## config.mk

```make
export PLATFORM = sky130hd
export DESIGN_NAME = gtpu_header_length_parser_core
export DESIGN_NICKNAME = d
export VERILOG_FILES = /design/src/design/gtpu_hlp_pkg.sv /design/src/design/gtpu_header_length_parser_core.sv /design/src/design/gtpu_hlp_step.sv
export VERILOG_INCLUDE_DIRS = /design/src /design/src/design
export SDC_FILE = /design/constraint.sdc
export NUM_CORES = 1
export LEC_CHECK = 0
export BUFFER_PORTS_ARGS = -buffer_cell sky130_fd_sc_hd__buf_2
export CAP_MARGIN = 40
export CORE_ASPECT_RATIO = 1.25
export CORE_MARGIN = 5
export CORE_UTILIZATION = 62
export DETAILED_ROUTE_END_ITERATION = 8
export GPL_ROUTABILITY_DRIVEN = 0
export PLACE_DENSITY = 0.81
export SYNTH_ARGS = -nofsm -noshare
export SYNTH_HDL_FRONTEND = slang
export SYNTH_HIERARCHICAL = 1
export SYNTH_SLANG_ARGS = --single-unit
```

## constraint.sdc

```tcl
create_clock -name clk -period 6.2 [get_ports clk]
set_input_delay 0.31 -clock clk [delete_from_list [all_inputs] [get_ports clk]]
set_output_delay 0.31 -clock clk [all_outputs]
set_load 0.05 [all_outputs]
```

## src/design/gtpu_header_length_parser_core_assert.svh

```systemverilog
// Assertion macros for the GTP-U header length parser.
`ifndef GTPU_HEADER_LENGTH_PARSER_CORE_ASSERT_SVH
`define GTPU_HEADER_LENGTH_PARSER_CORE_ASSERT_SVH

`ifndef SYNTH
`define GHLP_ASSERT_NOW(lbl, ante, cons, msg) \
  lbl: assert property (@(posedge clk) disable iff (rst) (ante) |-> (cons)) else $error(msg);
`define GHLP_ASSERT_NEXT(lbl, ante, cons, msg) \
  lbl: assert property (@(posedge clk) disable iff (rst) (ante) |=> (cons)) else $error(msg);
`else
`define GHLP_ASSERT_NOW(lbl, ante, cons, msg)
`define GHLP_ASSERT_NEXT(lbl, ante, cons, msg)
`endif

`endif

```

## src/design/gtpu_hlp_pkg.sv

```systemverilog
`timescale 1ns / 1ps
package gtpu_hlp_pkg;

  localparam logic [15:0] GTP_BASE_LEN = 16'd8;
  localparam logic [15:0] GTP_OPT_LEN  = 16'd12;
  localparam logic [15:0] MAX_LEN      = 16'hFFFF;
  localparam logic [2:0]  GTP_VERSION  = 3'd1;

  typedef enum logic [1:0] {
    ST_OK       = 2'd0,
    ST_TRUNC    = 2'd1,
    ST_BAD_VER  = 2'd2,
    ST_ZERO_EXT = 2'd3
  } status_t;

  typedef struct packed {
    logic [7:0] data_byte;
    logic       last_byte;
  } in_word_t;

  typedef struct packed {
    logic [15:0] header_len;
    status_t     status;
  } out_word_t;

  typedef struct packed {
    logic [15:0] byte_index;
    logic [15:0] needed_len;
    logic        version_bad;
    logic        chain_active;
    logic        await_ext_length;
    logic        result_given;
  } parse_state_t;

endpackage

```

## src/design/gtpu_header_length_parser_core.sv

```systemverilog
`timescale 1ns / 1ps
// GTP-U header length parser. Takes one packet byte per word, starting at the
// GTP-U header, with last_byte on the final byte, and gives one word per
// packet: the header length including extension headers, or an error status
// with a length of zero. One byte is accepted every cycle while the output is
// not stalled; a result passes from the byte that decides it through the input
// register, the per-byte parse step and the result register.
module gtpu_header_length_parser_core (
  input  logic                    clk,
  input  logic                    rst,
  input  logic                    in_valid,
  output logic                    in_ready,
  input  gtpu_hlp_pkg::in_word_t  in_word,
  output logic                    out_valid,
  input  logic                    out_ready,
  output gtpu_hlp_pkg::out_word_t out_word
);
  import gtpu_hlp_pkg::*;
  `include "gtpu_header_length_parser_core_assert.svh"

  logic         s1_valid;
  in_word_t     s1_word;
  parse_state_t st;
  parse_state_t st_next;
  logic         res_valid;
  out_word_t    res;
  logic         advance;
  logic         out_load;

  assign advance  = !out_valid || out_ready;
  assign in_ready = !s1_valid || advance;
  assign out_load = s1_valid && advance && res_valid;

  gtpu_hlp_step u_step (
    .st        (st),
    .word      (s1_word),
    .st_next   (st_next),
    .res_valid (res_valid),
    .res       (res)
  );

  always_ff @(posedge clk) begin
    if (rst) begin
      s1_valid <= 1'b0;
    end else if (in_ready) begin
      s1_valid <= in_valid;
    end
    if (in_ready && in_valid) begin
      s1_word <= in_word;
    end
  end

  always_ff @(posedge clk) begin
    if (rst) begin
      st <= '{byte_index: 16'd0, needed_len: GTP_BASE_LEN, version_bad: 1'b0,
              chain_active: 1'b0, await_ext_length: 1'b0, result_given: 1'b0};
    end else if (s1_valid && advance) begin
      st <= st_next;
    end
  end

  always_ff @(posedge clk) begin
    if (rst) begin
      out_valid <= 1'b0;
    end else if (advance) begin
      out_valid <= s1_valid && res_valid;
    end
    if (out_load) begin
      out_word <= res;
    end
  end

  `GHLP_ASSERT_NEXT(a_one_per_packet, out_load, st.result_given || (st.byte_index == 16'd0), "result given without marking packet done")
  `GHLP_ASSERT_NOW(a_err_zero_len, out_valid && (out_word.status != ST_OK), out_word.header_len == 16'd0, "error word with nonzero length")
  `GHLP_ASSERT_NOW(a_len_floor, 1'b1, st.needed_len >= GTP_BASE_LEN, "needed length below base header")

endmodule

```

## src/design/gtpu_hlp_step.sv

```systemverilog
`timescale 1ns / 1ps
module gtpu_hlp_step (
  input  gtpu_hlp_pkg::parse_state_t st,
  input  gtpu_hlp_pkg::in_word_t     word,
  output gtpu_hlp_pkg::parse_state_t st_next,
  output logic                       res_valid,
  output gtpu_hlp_pkg::out_word_t    res
);
  import gtpu_hlp_pkg::*;

  always_comb begin
    parse_state_t s;
    logic [16:0]  ext_sum;
    logic [16:0]  idx_inc;
    logic [7:0]   b;

    b         = word.data_byte;
    s         = st;
    res_valid = 1'b0;
    res       = '{header_len: 16'd0, status: ST_OK};
    ext_sum   = 17'd0;
    idx_inc   = {1'b0, st.byte_index} + 17'd1;

    if (!st.result_given) begin
      if (st.byte_index == 16'd0) begin
        s.version_bad  = (b[7:5] != GTP_VERSION);
        s.chain_active = b[2];
        if (b[2] || (b[1:0] != 2'b00)) begin
          s.needed_len = GTP_OPT_LEN;
        end else begin
          s.needed_len = GTP_BASE_LEN;
        end
      end
      ext_sum = {1'b0, s.needed_len} + {7'd0, b, 2'b00};

      if ((st.byte_index == GTP_BASE_LEN - 16'd1) && s.version_bad) begin
        res_valid = 1'b1;
        res       = '{header_len: 16'd0, status: ST_BAD_VER};
      end else if (s.await_ext_length && (st.byte_index == s.needed_len)) begin
        if (b == 8'd0) begin
          res_valid = 1'b1;
          res       = '{header_len: 16'd0, status: ST_ZERO_EXT};
        end else begin
          if (ext_sum[16]) begin
            res_valid = 1'b1;
            res       = '{header_len: 16'd0, status: ST_TRUNC};
          end else begin
            s.needed_len = ext_sum[15:0];
          end
          s.await_ext_length = 1'b0;
        end
      end else if (!s.await_ext_length && (idx_inc == {1'b0, s.needed_len})) begin
        if (s.chain_active && (b != 8'd0)) begin
          s.await_ext_length = 1'b1;
        end else begin
          res_valid = 1'b1;
          res       = '{header_len: s.needed_len, status: ST_OK};
        end
      end

      if (word.last_byte && !res_valid) begin
        res_valid = 1'b1;
        res       = '{header_len: 16'd0, status: ST_TRUNC};
      end
      if (res_valid) begin
        s.result_given = 1'b1;
      end
    end

    if (word.last_byte) begin
      s = '{byte_index: 16'd0, needed_len: GTP_BASE_LEN, version_bad: 1'b0,
            chain_active: 1'b0, await_ext_length: 1'b0, result_given: 1'b0};
    end else if (st.byte_index != MAX_LEN) begin
      s.byte_index = idx_inc[15:0];
    end

    st_next = s;
  end

endmodule
```

Word-level counts from Yosys, hierarchy flattened. Cells that the tools add are included. W data, S select, Z words.

Div/mod/pow operators: 0. Add/sub/neg operators: 2. Shift operators: 0. Reductions and logical operators: 28. Multipliers: 0. Eq/ne operators: 8. Bitwise operators: 0. Muxes and demuxes: 34. $lt $le $gt $ge: 0.

Operator list (count): $mux W18 (6); $mux W16 (6); $mux W20 (2); $mux W1 (18); $add A16 B1 Y17 const B (1); $add A16 B10 Y17 (1); $eq A17 B16 Y1 (1); $eq A16 B16 Y1 (1); $eq A16 B3 Y1 const B (1); $logic_not A16 Y1 (1); $ne A16 B16 Y1 const B (1); $logic_and A1 B1 Y1 (9); $logic_not A8 Y1 (1); $reduce_bool A8 Y1 (1); $reduce_and A6 Y1 (1); $reduce_bool A3 Y1 (2); $logic_not A1 Y1 (4); $ne A2 B2 Y1 const B (2); $reduce_and A2 Y1 (2); $reduce_bool A2 Y1 (2); $logic_or A1 B1 Y1 (3); $mux W3 (1); $ne A3 B1 Y1 const B (1); $ne A3 B3 Y1 const B (1); other kinds (3) (3).

Bits in read-only memories: 0. Register bits: 65. Output and inout port bits: 20. Memories kept: 0. Input bits: 13. Bits in latches: 0. RAM bits: 0. Logic and storage cells: 85.

Depth between registers and ports, before layout. Gate-level depths: netlist of the first run.

Depth in word-level cells: 18. Depth in mapped cells: 21. Depth with buffers taken out: 19.

Modules after synthesis. The synthesis of the first run kept the hierarchy.

Modules (own cells, without submodules): gtpu_header_length_parser_core (times used 1, area an instance 2522.4 µm², seq. area each 1571.5 µm², cells each 195); gtpu_hlp_step (times used 1, area an instance 2368.5 µm², seq. area each 0.0 µm², cells each 369).

Worst setup path before layout of the first run. OpenSTA, ideal clock, no wires.

Kind: reg-to-reg. Start point: register, netlist name st[20]. End point: register out_word[0] in the netlist's numbering, enable pin. Library setup time: 0.393 ns. Cell stages (with the launch flop): 21. Arrival time: 4.734 ns. Required time: 5.807 ns. Clock period less this slack: 5.127 ns. Setup slack: 1.073 ns. Path buffers: 2. Path through: dfxtp_1 > inv_1 > ha_1 > nor4b_1 > nand4_1 > clkbuf_1 > mux2i_1 > ha_1 > inv_1 > fa_1 > nand3b_1 > nor3b_1 > a211oi_1 > o21bai_1 > a21o_1 > buf_2 > a21o_1 > and2_1 > a31oi_1 > nand2_1 > nor2_1.

Longest elaborated chain between the ends: 15. Elaborated cells on any way between the ends: 25. Those cells by class: add/sub (2); eq/ne (3); mux (12); reduce/logical (8).

RTL lines: $logic_not A16 Y1 (RTL line gtpu_hlp_step.sv:25) `if (st.byte_index == 16'd0) begin`; $mux W18 (RTL line gtpu_hlp_step.sv:25); $mux W18 (RTL line gtpu_hlp_step.sv:24) `if (!st.result_given) begin`; $add A16 B10 Y17, or another cell as far along (RTL line gtpu_hlp_step.sv:34) `ext_sum = {1'b0, s.needed_len} + {7'd0, b, 2'b00};`; $mux W1, or another cell as far along (RTL line gtpu_hlp_step.sv:44) `if (ext_sum[16]) begin`; $mux W1, on equally long branches (RTL line gtpu_hlp_step.sv:40, gtpu_hlp_step.sv:52); $mux W1 (RTL line gtpu_hlp_step.sv:39) `end else if (s.await_ext_length && (st.byte_index == s.needed_len)) begin`; $mux W1 (*) (RTL line gtpu_hlp_step.sv:36) `if ((st.byte_index == GTP_BASE_LEN - 16'd1) && s.version_bad) begin`; $mux W1 (*) (RTL line gtpu_hlp_step.sv:24); $logic_not A1 Y1 (RTL line gtpu_hlp_step.sv:61) `if (word.last_byte && !res_valid) begin`; $logic_and A1 B1 Y1 (RTL line gtpu_hlp_step.sv:61); $mux W1 (*) (RTL line gtpu_hlp_step.sv:61); $mux W1 (*) (2 in a row) (RTL line gtpu_hlp_step.sv:24); named net res_valid (RTL line gtpu_header_length_parser_core.sv:25) `logic res_valid;`; $logic_and A1 B1 Y1 (*) (RTL line gtpu_header_length_parser_core.sv:32) `assign out_load = s1_valid && advance && res_valid;`; named net out_load (RTL line gtpu_header_length_parser_core.sv:28) `logic out_load;`; end signal, assigned (RTL line gtpu_header_length_parser_core.sv:69) `out_word <= res;`; end, declared (RTL line gtpu_header_length_parser_core.sv:16) `output gtpu_hlp_pkg::out_word_t out_word`.

Mark *: on every way through the listed nets, which the timed path passes. The rest lies on a longest branch. The select of a mux whose other input is x is not followed. A chain may end at the register's enable or synchronous reset.

Worst setup path in the final report of the first run.
Start point: register, netlist name st[20]. End point: register out_word[17] in the netlist's numbering, enable pin.

Longest elaborated chain between the ends: 15. Elaborated cells on any way between the ends: 25. Those cells by class: add/sub (2); eq/ne (3); mux (12); reduce/logical (8).

RTL lines (RTL line): $logic_not A16 Y1 (gtpu_hlp_step.sv:25); $mux W18 (gtpu_hlp_step.sv:25); $mux W18 (gtpu_hlp_step.sv:24); $add A16 B10 Y17, or another cell as far along (gtpu_hlp_step.sv:34); $mux W1, or another cell as far along (gtpu_hlp_step.sv:44); $mux W1, on equally long branches (gtpu_hlp_step.sv:40, gtpu_hlp_step.sv:52); $mux W1 (gtpu_hlp_step.sv:39); $mux W1 (*) (gtpu_hlp_step.sv:36); $mux W1 (*) (gtpu_hlp_step.sv:24); $logic_not A1 Y1 (gtpu_hlp_step.sv:61); $logic_and A1 B1 Y1 (gtpu_hlp_step.sv:61); $mux W1 (*) (gtpu_hlp_step.sv:61); $mux W1 (*) (2 in a row) (gtpu_hlp_step.sv:24); named net res_valid (gtpu_header_length_parser_core.sv:25); $logic_and A1 B1 Y1 (*) (gtpu_header_length_parser_core.sv:32); named net out_load (gtpu_header_length_parser_core.sv:28).

Marked as above.

==> run_results.csv, run 1 <==
group,metric,value,unit
finish,syn2layout_area_growth,6.421,%
sta,worstMarginPinSlew,0.9142,ns
routing,drc_errors,0,
global_route,grt_max_degree,75,
cts,clkLatencyLatePin,0.36,ns
yosys,synthArstFlopShare,0,
yosys,syn_inst,564,
sta,min_period,5.141,ns
finish,final_layout_size_suffix_gt1_frac,0.1200,
floorplanning,io-pin-count,33,
routing,via_per_inst,6.537,
outcome,outcome,"completed",
worst_setup_path,reg2reg_from,"st[20]",
yosys,yosysTopAreaCell,"edfxtp_1",
yosys,syn_area,4891,um2
power_and_ir_drop,p_sw_frac,0.2647,
global_route,grtUsageTotal,0.2660,
global_route,busiest_layer,"met2",
sta,period_share,0.8291,
cts,clockBufferDepth,2,
power_and_ir_drop,switchingPower,0.2591,mW
worst_setup_path,critPathLaunchType,"flip-flop",
sta,grt_setup_unrepaired,"no",
floorplanning,dieWidth,89.44,um
routing,wirelength,12.71,mm
worst_setup_path,crit_type,"reg2reg",
floorplanning,die-area,9776,um2
global_route,gr-usage-met3,0.05247,
sta,setup_viol,0,
power_and_ir_drop,irDropWorstVdd,0.1573,mV
worst_setup_path,end_kind,"flip-flop",
cts,cts.sinks,65,
sta,clock_skew,0.01102,ns
power_and_ir_drop,pwr_density_cell,188.0,nW/um2
cts,cts_buffers,9,
yosys,synth_top_area_frac,0.1658,
cts,post_cts_buffers,0,
global_route,grt_use_met1,0.3203,
routing,wl_per_cell,18.96,um
worst_setup_path,max_stage_delay,0.42,ns
floorplanning,start_util,0.6313,
power_and_ir_drop,power_frac_seq,0.472,
worst_setup_path,critPathRequiredTime,6.25,ns
routing,drt_iter0_drc,545,
job,drv_cap,0,
yosys,synth_most_common_cell,"nand2b_1",
sta,relSlewSlack,0.3906,
global_route,overflow,0,
worst_setup_path,worstPathArrival,5.19,ns
cts,cts_hold_buf,0,
worst_setup_path,critPathSlowestCell,"fa_1",
floorplanning,dieHeight,109.3,um
power_and_ir_drop,total_power,0.9787,mW
global_route,grt_pass1_vias,4096,
sta,drv_slew,0,
placed_design,place_ws,1.221,ns
cts,cts_tree,"yes",
global_route,met2_usage,0.4378,
finish,n_antenna_cell,0,
routing,drtPass1Iterations,5,
power_and_ir_drop,clockPowerShare,0.425,
global_route,antenna_found_initial,0,
placed_design,io_buffers,32,
sta,worst_slack,1.059,ns
yosys,ys_top_cells_by_count,"nand2b_1, a21oi_1, mux2i_1",
routing,num_vias,4380,
routing,ant_nets,0,
floorplanning,core_area,7747,um2
yosys,syn_nets,584,
worst_setup_path,critical_path.cell_chain,"inv_1, ha_1, nor4b_1, nand4_1, buf_4, mux2i_1, ha_1, inv_1, fa_1, nand3b_1, nand2_1, o311ai_0, a21oi_1, o21bai_1, a21o_1, a21o_1, and2_1, a31oi_1, nand2_1, nor2_1, buf_4",
yosys,synth_edf_count,27,
min_path,hold_start,"in_word[0]",
yosys,syn_area_per_cell,8.672,um2
power_and_ir_drop,pwr-share-comb,0.103,
yosys,synth-seq-cells,65,
cts,cts_resized,0,
yosys,yosysWarnings,6,
sta,hold_viol,0,
yosys,synth_sequential_area_ratio,0.3213,
sta,clock.fmax,0.1945,GHz
yosys,synth_cell_types,70,
power_and_ir_drop,p_leak,1.752,nW
cts,htreeDepth,3,
placed_design,hpwl,8.810,mm
floorplanning,rows,36,
finish,utilization,0.6718,
yosys,ys.flop_type,"dfxtp_1",
worst_setup_path,cp_max_fo,20,
sta,tns,0,ns
power_and_ir_drop,intPower,0.7197,mW
cts,root_buffer,"clkbuf_8",
global_route,grt_first_pass_wirelength,20.00,mm
finish,nets,590,
min_path,holdCritPathClass,"in2reg",
cts,clkSlewWorstSetupHoldPaths,0.08,ns
worst_setup_path,startpoint,"st[20]",
yosys,synthTopCellsByArea,"edfxtp_1, dfxtp_1, nand2b_1, mux2i_1, a21oi_1",
-- area by class of cell --
cell class | instances | area (um2)
tap | 95 | 118.9
fill | 620 | 2542
timing repair buffer | 37 | 197.7
multi-input combinational | 435 | 3009
inverter | 22 | 82.58
clock buffer | 9 | 123.9
sequential | 65 | 1572
clock inverter | 7 | 101.3
-- sequential cells by signal, indices dropped and copies added (netlist names) --
| name | flops |
|---|---|
| out_valid | 1 |
| s1_word | 9 |
| out_word | 18 |
| s1_valid | 1 |
| st | 36 |
-- routing by layer --
layer	share of wire	up-vias
met2	0.48	257
met5	0	-
li1	-	2039
met3	0.084	46
met1	0.39	2038
met4	0.045	0
-- worst max-delay path: cells and delay by family (launching register included) --
family	cells	cell delay, ns
flip-flops	1	0.39
AO/OA/AOI/OAI	6	1.27
adder cells (fa/ha/maj)	3	0.86
buffers and inverters	4	0.71
AND/OR/NAND/NOR	7	1.22
multiplexers	1	0.36
-- cell usage in the layout (no fill, tap or decap), types with 15 or more instances in the layout --
cell type / count
edfxtp_1: 27
nand2_1: 35
a21oi_1: 43
o21ai_0: 17
and2_1: 15
nand2b_1: 78
dfxtp_1: 38
buf_2: 32
inv_1: 22
mux2i_1: 39
nor3_1: 15
nor2_1: 27
xnor2_1: 22
-- final timing paths --
path,slack [ns],end,depth (start not counted)
max,1.06,out_word[17],21
max reg2reg,1.06,out_word[17],21
min,0.13,s1_word[0],1
min reg2reg,0.51,st[2],2
-- stage by stage --
stage / cells / hold WS [ns] / instance area, um2
3_5_place_dp: 654 / 0.4881 / 4980
5_1_grt: 670 / 0.1148 / 5205
3_3_place_gp: 654 / 0.4736 / 4980
6_report: 670 / 0.1295 / 5205
2_1_floorplan: 564 / 0.4089 / 4891
4_1_cts: 670 / 0.1118 / 5205
-- cell families after synthesis --
family	after synthesis	synth area share
adder cells (fa/ha/maj)	9	0.02354
multiplexers	39	0.07981
AND/OR/NAND/NOR	237	0.2855
XOR/XNOR	33	0.06754
AO/OA/AOI/OAI	117	0.1578
buffers and inverters	64	0.06447
flip-flops	65	0.3213
-- power groups by stage --
| stage | logic, mW | registers, mW | clock network [mW] |
|---|---|---|---|
| floorplan | 0.0685 | 0.481 | 0 |
| global placement | 0.0959 | 0.472 | 0 |
| detailed placement | 0.0981 | 0.472 | 0 |
| CTS | 0.0985 | 0.462 | 0.423 |
| global route | 0.106 | 0.463 | 0.438 |
| finish | 0.100 | 0.462 | 0.416 |
Power figures use the tool's default switching activity.
==> run 2: changes to the inputs <==
==> constraint.sdc (replaced) <==
create_clock -name clk -period 5 [get_ports clk]
set_input_delay 0.25 -clock clk [delete_from_list [all_inputs] [get_ports clk]]
set_output_delay 0.25 -clock clk [all_outputs]
set_load 0.05 [all_outputs]
==> run 2 against run 1 <==
Sequential share of layout area shrank 0.12 points. Die area unchanged. Highest routed layer unchanged. Clock-buffer cell count stayed put. Worst hold slack lost 0.081 ns. Combinational power up 28%.
==> run_results.csv, run 2 (same netlist as run 1, synthesis figures left out) <==
group,metric,value,unit
power_and_ir_drop,clockPowerShare,0.391,
floorplanning,dieWidth,89.44,um
min_path,whs_path_depth,1,
worst_setup_path,critPathLaunchType,"flip-flop",
cts,clkSlewWorstSetupHoldPaths,0.08,ns
floorplanning,core_area,7747,um2
worst_setup_path,crit_family,"simple AND/OR/NAND/NOR gates",
cts,cts_tree,"yes",
sta,period_share,0.9403,
floorplanning,start_util,0.6313,
power_and_ir_drop,p_leak,1.770,nW
cts,root_buffer,"clkbuf_8",
global_route,antenna_found_initial,0,
finish,regMostFlops,"st",
routing,wl_per_cell,18.71,um
power_and_ir_drop,pwr-share-comb,0.111,
cts,htreeDepth,3,
finish,fin_cells,674,
job,drv_cap,0,
finish,syn2layout_area_growth,6.933,%
placed_design,placed_cell_area,5025,um2
power_and_ir_drop,total_power,1.153,mW
min_path,holdCritPathClass,"in2reg",
finish,final_layout_size_suffix_gt1_frac,0.1330,
floorplanning,die-area,9776,um2
routing,drt_iter0_drc,493,
placed_design,dp_cells,658,
finish,largest_reg_flops,36,
cts,clkLatencyLatePin,0.38,ns
worst_setup_path,crit_type,"reg2reg",
worst_setup_path,r2r_slack,0.30,ns
global_route,grt_max_degree,75,
worst_setup_path,reg2reg_from,"st[21]",
sta,relSlewSlack,0.4878,
routing,num_vias,4393,
power_and_ir_drop,irDropWorstVdd,0.2401,mV
worst_setup_path,critical_path.cell_chain,"inv_1, ha_1, nor4b_2, nand4_1, mux2i_2, ha_1, inv_1, fa_1, nand3b_1, nor3b_1, a211oi_1, o21bai_1, a21o_1, a21o_1, and2_1, a31oi_1, nand2_1, nor2_2, buf_4",
global_route,grt_pass1_vias,4356,
placed_design,io_buffers,32,
worst_setup_path,critPathRequiredTime,5.06,ns
sta,worstMarginPinSlew,0.7613,ns
finish,reg_top3,"st (36), out_word (18), s1_word (9)",
worst_setup_path,r2r_cells,19,
sta,hold_viol,0,
routing,drc_errors,0,
global_route,grtUsageTotal,0.2718,
floorplanning,io-pin-count,33,
routing,via_per_inst,6.518,
sta,hold_ws,0.04854,ns
routing,ant_nets,0,
worst_setup_path,cp_num_buf_inv,3,
worst_setup_path,regToRegEndpoint,"out_word[13]",
worst_setup_path,worstPathArrival,4.76,ns
cts,cts_buffers,9,
floorplanning,dieHeight,109.3,um
power_and_ir_drop,p_sw_frac,0.2714,
sta,setup_viol,0,
finish,layout_common_cells,"nand2b_1, a21oi_1, mux2i_1",
cts,cts.sinks,65,
global_route,overflow,0,
cts,clockBufferDepth,2,
sta,min_period,4.702,ns
routing,drtPass1Iterations,5,
worst_setup_path,end_kind,"flip-flop",
outcome,outcome,"completed",
min_path,hold_start,"in_word[4]",
global_route,grt_first_pass_wirelength,20.46,mm
finish,nets,594,
sta,clock.fmax,0.2127,GHz
power_and_ir_drop,intPower,0.8398,mW
floorplanning,rows,36,
worst_setup_path,cp_max_fo,18,
worst_setup_path,max_stage_delay,0.43,ns
finish,utilization,0.6751,
routing,wirelength,12.61,mm
sta,drv_slew,0,
power_and_ir_drop,pwr_density_cell,220.4,nW/um2
power_and_ir_drop,switchingPower,0.3128,mW
finish,n_antenna_cell,0,
placed_design,hpwl,8.799,mm
power_and_ir_drop,power_frac_seq,0.497,
min_path,hold_end,"s1_word[4]",
sta,clock_skew,0.009296,ns
finish,layout_commonest_cell,"nand2b_1",
worst_setup_path,critPathSlowestCell,"fa_1",
finish,final_cell_area,5230,um2
run 2: what timing repair did:
action / in CTS / in global routing
hold buffers: 0 / 0
buffers inserted: 0 / 0
resized for setup: 0 / 3
endpoints found under the hold margin: 0 / 0
setup endpoints to repair: 0 / 18
run 2: layout make-up:
cell class                 instances  area, um2
clock inverter                     7      70.07
timing repair buffer              41      240.2
clock buffer                       9      123.9
sequential                        65       1573
multi-input combinational        435       3022
inverter                          22      82.58
tap                               95      118.9
fill                             643       2517
run 2: how the worst max path moves through the flow:
| stage | cells past startpoint | from | to |
|---|---|---|---|
| 2_1_floorplan | 20 | st[20] | out_word[0] |
| 3_3_place_gp | 19 | st[20] | out_word[2] |
| 3_5_place_dp | 19 | st[20] | out_word[2] |
| 4_1_cts | 19 | st[20] | out_word[0] |
| 5_1_grt | 19 | st[21] | out_word[0] |
| 6_report | 19 | st[21] | out_word[13] |
run 2: routing by layer:
metal | up-vias | share of wire | GRT usage
met1 | 2035 | 0.39 | 0.3187
met2 | 261 | 0.48 | 0.4489
met3 | 60 | 0.085 | 0.05322
li1 | 2037 | - | -
met4 | 0 | 0.050 | 0.1691
met5 | - | 0 | 0
run 2: per-stage QoR:
step           setup TNS (ns)  setup WS (ns)
4_1_cts                     0         0.2800
2_1_floorplan               0         0.1577
3_5_place_dp                0         0.2999
6_report                    0         0.2985
5_1_grt              -0.02946      -0.006808
3_3_place_gp                0         0.5690
run 2: power groups by stage:
stage	Clock [mW]	Sequential (mW)	Combinational, mW
2_1_floorplan	0	0.596	0.0851
3_3_place_gp	0	0.585	0.121
3_5_place_dp	0	0.585	0.125
4_1_cts	0.456	0.573	0.125
5_1_grt	0.482	0.575	0.136
6_report	0.451	0.573	0.128
run 2: worst register-to-register path, cell delays in order (launching register included):
cell and delay [ns]:
dfxtp_1 0.37, inv_1 0.14, ha_1 0.18, nor4b_2 0.25, nand4_1 0.20, mux2i_2 0.24, ha_1 0.23, inv_1 0.07
fa_1 0.43, nand3b_1 0.24, nor3b_1 0.20, a211oi_1 0.28, o21bai_1 0.13, a21o_1 0.28, a21o_1 0.21, and2_1 0.17
a31oi_1 0.27, nand2_1 0.12, nor2_2 0.10, buf_4 0.25
==> run 3: changes to the inputs <==
--- a/config.mk
+++ b/config.mk
@@ -6,14 +6,15 @@
 export SDC_FILE = /design/constraint.sdc
 export NUM_CORES = 1
 export LEC_CHECK = 0
+export ABC_AREA = 1
 export BUFFER_PORTS_ARGS = -buffer_cell sky130_fd_sc_hd__buf_2
 export CAP_MARGIN = 40
 export CORE_ASPECT_RATIO = 1.25
 export CORE_MARGIN = 5
-export CORE_UTILIZATION = 62
+export CORE_UTILIZATION = 63
 export DETAILED_ROUTE_END_ITERATION = 8
 export GPL_ROUTABILITY_DRIVEN = 0
-export PLACE_DENSITY = 0.81
+export PLACE_DENSITY = 0.82
 export SYNTH_ARGS = -nofsm -noshare
 export SYNTH_HDL_FRONTEND = slang
 export SYNTH_HIERARCHICAL = 1
==> run 3 against run 2 <==
Sequential power increased by 8.9%. Sequential share of layout area decreased by 3.7 points. Synthesized cell count increased by 62%. Worst hold slack improved by 0.012 ns. Via count increased by 41%. Area after synthesis increased by 16%. Clock skew increased by 0.0064 ns. Cell count increased by 56%. Critical path depth increased by 6. Fmax increased by 15%. Wire length increased by 35%. Combinational power increased to 3.3 times the previous value. Critical endpoint is now out_word[10]. Largest power group unchanged. Highest routed layer unchanged.
==> run_results.csv, run 3 <==
group,metric,value,unit
sta,drv_slew,0,
finish,layout_commonest_cell,"nand2_1",
yosys,synthArstFlopShare,0,
cts,cts_hold_buf,0,
power_and_ir_drop,irDropWorstVdd,0.1787,mV
worst_setup_path,endpoint,"out_word[10]",
finish,regMostFlops,"st",
cts,cts_resized,0,
global_route,grt_max_degree,74,
sta,grt_setup_unrepaired,"no",
worst_setup_path,max_stage_delay,0.38,ns
cts,clkSlewWorstSetupHoldPaths,0.07,ns
sta,period_share,0.8211,
floorplanning,dieHeight,116.0,um
yosys,synth-seq-cells,65,
placed_design,io_buffers,32,
finish,layout_common_cells,"nand2_1, nor2_1, inv_1",
yosys,syn_area,5662,um2
worst_setup_path,end_kind,"flip-flop",
cts,cts_buffers,9,
finish,nets,949,
finish,reg_top3,"st (36), out_word (18), s1_word (9)",
worst_setup_path,r2r_cells,25,
placed_design,dp_cells,1038,
yosys,ys_top_cells_by_count,"nand2_1, nor2_1, inv_1",
sta,tns,0,ns
worst_setup_path,critPathLaunchType,"flip-flop",
finish,final_cell_area,5964,um2
placed_design,hpwl,12.75,mm
min_path,holdCritPathClass,"in2reg",
worst_setup_path,crit_type,"reg2reg",
finish,syn2layout_area_growth,5.348,%
floorplanning,io-pin-count,33,
placed_design,placed_cell_area,5778,um2
yosys,ys.flop_type,"dfxtp_1",
cts,cts.sinks,65,
worst_setup_path,r2r_slack,0.89,ns
worst_setup_path,crit_top_cell,"nand2_1",
routing,wl_per_cell,16.10,um
yosys,syn_area_per_cell,6.188,um2
routing,via_per_inst,5.868,
cts,htreeDepth,3,
sta,relSlewSlack,0.4454,
routing,ant_nets,0,
finish,multiInputGateArea,3336,um2
job,drv_cap,0,
yosys,synth_most_common_cell,"nand2_1",
routing,wl_met1,6.312,mm
worst_setup_path,critPathSlowestCell,"fa_1",
yosys,yosysWarnings,6,
finish,utilization,0.6818,
yosys,synth_edf_count,27,
floorplanning,die-area,10990,um2
cts,post_cts_buffers,0,
finish,largest_reg_flops,36,
cts,clkLatencyLatePin,0.37,ns
routing,routed.top_layer,"met4",
worst_setup_path,regToRegEndpoint,"out_word[10]",
sta,setup_viol,0,
worst_setup_path,cp_max_fo,40,
outcome,outcome,"completed",
power_and_ir_drop,pwr_density_cell,249.2,nW/um2
routing,drt_iter0_drc,803,
worst_setup_path,critPathRequiredTime,5.05,ns
worst_setup_path,startpoint,"st[20]",
routing,wirelength,16.97,mm
floorplanning,rows,38,
global_route,grt_pass1_vias,5640,
sta,hold_ws,0.06077,ns
routing,num_vias,6185,
yosys,synth_sequential_area_ratio,0.2776,
floorplanning,core_area,8748,um2
yosys,synth_cell_types,42,
routing,drc_errors,0,
cts,root_buffer,"clkbuf_8",
cts,clockBufferDepth,2,
sta,worstMarginPinSlew,0.8318,ns
floorplanning,dieWidth,94.79,um
yosys,synthTopCellsByArea,"nand2_1, edfxtp_1, dfxtp_1, nor2_1, inv_1",
routing,met2_length,7.515,mm
finish,n_antenna_cell,0,
finish,seqCellArea,1573,um2
global_route,grtUsageTotal,0.3229,
global_route,grt_first_pass_wirelength,27.31,mm
global_route,overflow,0,
finish,final_layout_size_suffix_gt1_frac,0.1103,
yosys,yosysTopAreaCell,"nand2_1",
sta,min_period,4.106,ns
sta,hold_viol,0,
finish,fin_cells,1054,
finish,n_fill_cell,842,
routing,dr_wl_met3,1.833,mm
global_route,antenna_found_initial,0,
yosys,syn_nets,935,
cts,cts_tree,"yes",
floorplanning,start_util,0.6472,
worst_setup_path,worstPathArrival,4.15,ns
power_and_ir_drop,p_leak,2.916,nW
sta,clock.fmax,0.2436,GHz
sta,clock_skew,0.01574,ns
yosys,syn_inst,915,
worst_setup_path,reg2reg_from,"st[20]",
routing,drtPass1Iterations,7,
yosys,synth_top_area_frac,0.1551,
-- run 3: changes by cell type in the layout (fill, tap and decap cells not counted), sizes merged, moves of 8 or more --
cell    change
nand3      +96
mux2i      -39
and3        -8
o21ai       +9
nand2b     -79
xor2        +9
xnor2      -20
nand2     +212
a31oi       -8
nor2      +127
a21oi      +20
inv       +113
nand4       +9
and2       -14
-- run 3: cells by family (layout without fill, tap and decap cells) --
kind of cell | count (synthesis) | in the layout | share of synthesized area
adders and majority gates | 7 | 7 | 0.01680
xor gates and xnor gates | 19 | 19 | 0.02939
DFF | 65 | 65 | 0.2776
AOI/OAI and AO/OA | 104 | 104 | 0.09812
and+or+nand+nor | 548 | 548 | 0.4442
buffers and inverters | 172 | 191 | 0.1339
-- run 3: final cells by class --
class,instances,area share
clock buffer,10,0.02140
clock inverter,6,0.009859
inverter,139,0.08748
multi-input combinational,678,0.5593
sequential,65,0.2637
tap,120,0.02517
timing repair buffer,36,0.03314
-- run 3: power by group --
group	internal, mW	leakage (nW)	switching (mW)	total (mW)
combinational	0.134	2.26	0.287	0.420
sequential	0.580	0.571	0.0449	0.624
clock	0.227	0.0897	0.215	0.441
-- run 3: critical path, delay by kind of cell, from the launching register on --
| family | cells | cell delay, ns |
|---|---|---|
| AO/OA/AOI/OAI | 2 | 0.24 |
| flip-flops | 1 | 0.36 |
| adder cells (fa/ha/maj) | 3 | 0.75 |
| buffers and inverters | 6 | 0.78 |
| AND/OR/NAND/NOR | 14 | 1.66 |
-- run 3: how the worst min path moves through the flow --
| stage | start | to | slack [ns] | depth (start not counted) |
|---|---|---|---|---|
| final | in_word[4] | s1_word[4] | 0.06 | 1 |
| after floorplan | rst | out_valid | 0.32 | 1 |
| after global placement | in_word[1] | s1_word[1] | 0.43 | 1 |
| after detailed placement | in_word[3] | s1_word[3] | 0.43 | 1 |
| after global routing | in_word[1] | s1_word[1] | 0.04 | 1 |
| after CTS | in_word[4] | s1_word[4] | 0.05 | 1 |
-- run 3: metrics by stage --
stage | setup WS, ns | power, mW
finish | 0.8945 | 1.486
global route | 0.5071 | 1.572
CTS | 0.9837 | 1.478
detailed placement | 1.022 | 1.038
global placement | 1.176 | 1.025
floorplan | 0.9318 | 0.9492
-- run 3: routing by layer --
layer  vias up  track usage
met5         -            0
met4         0       0.2156
met3       103      0.05844
met2       420       0.5226
met1      2720       0.3897
li1       2942            -
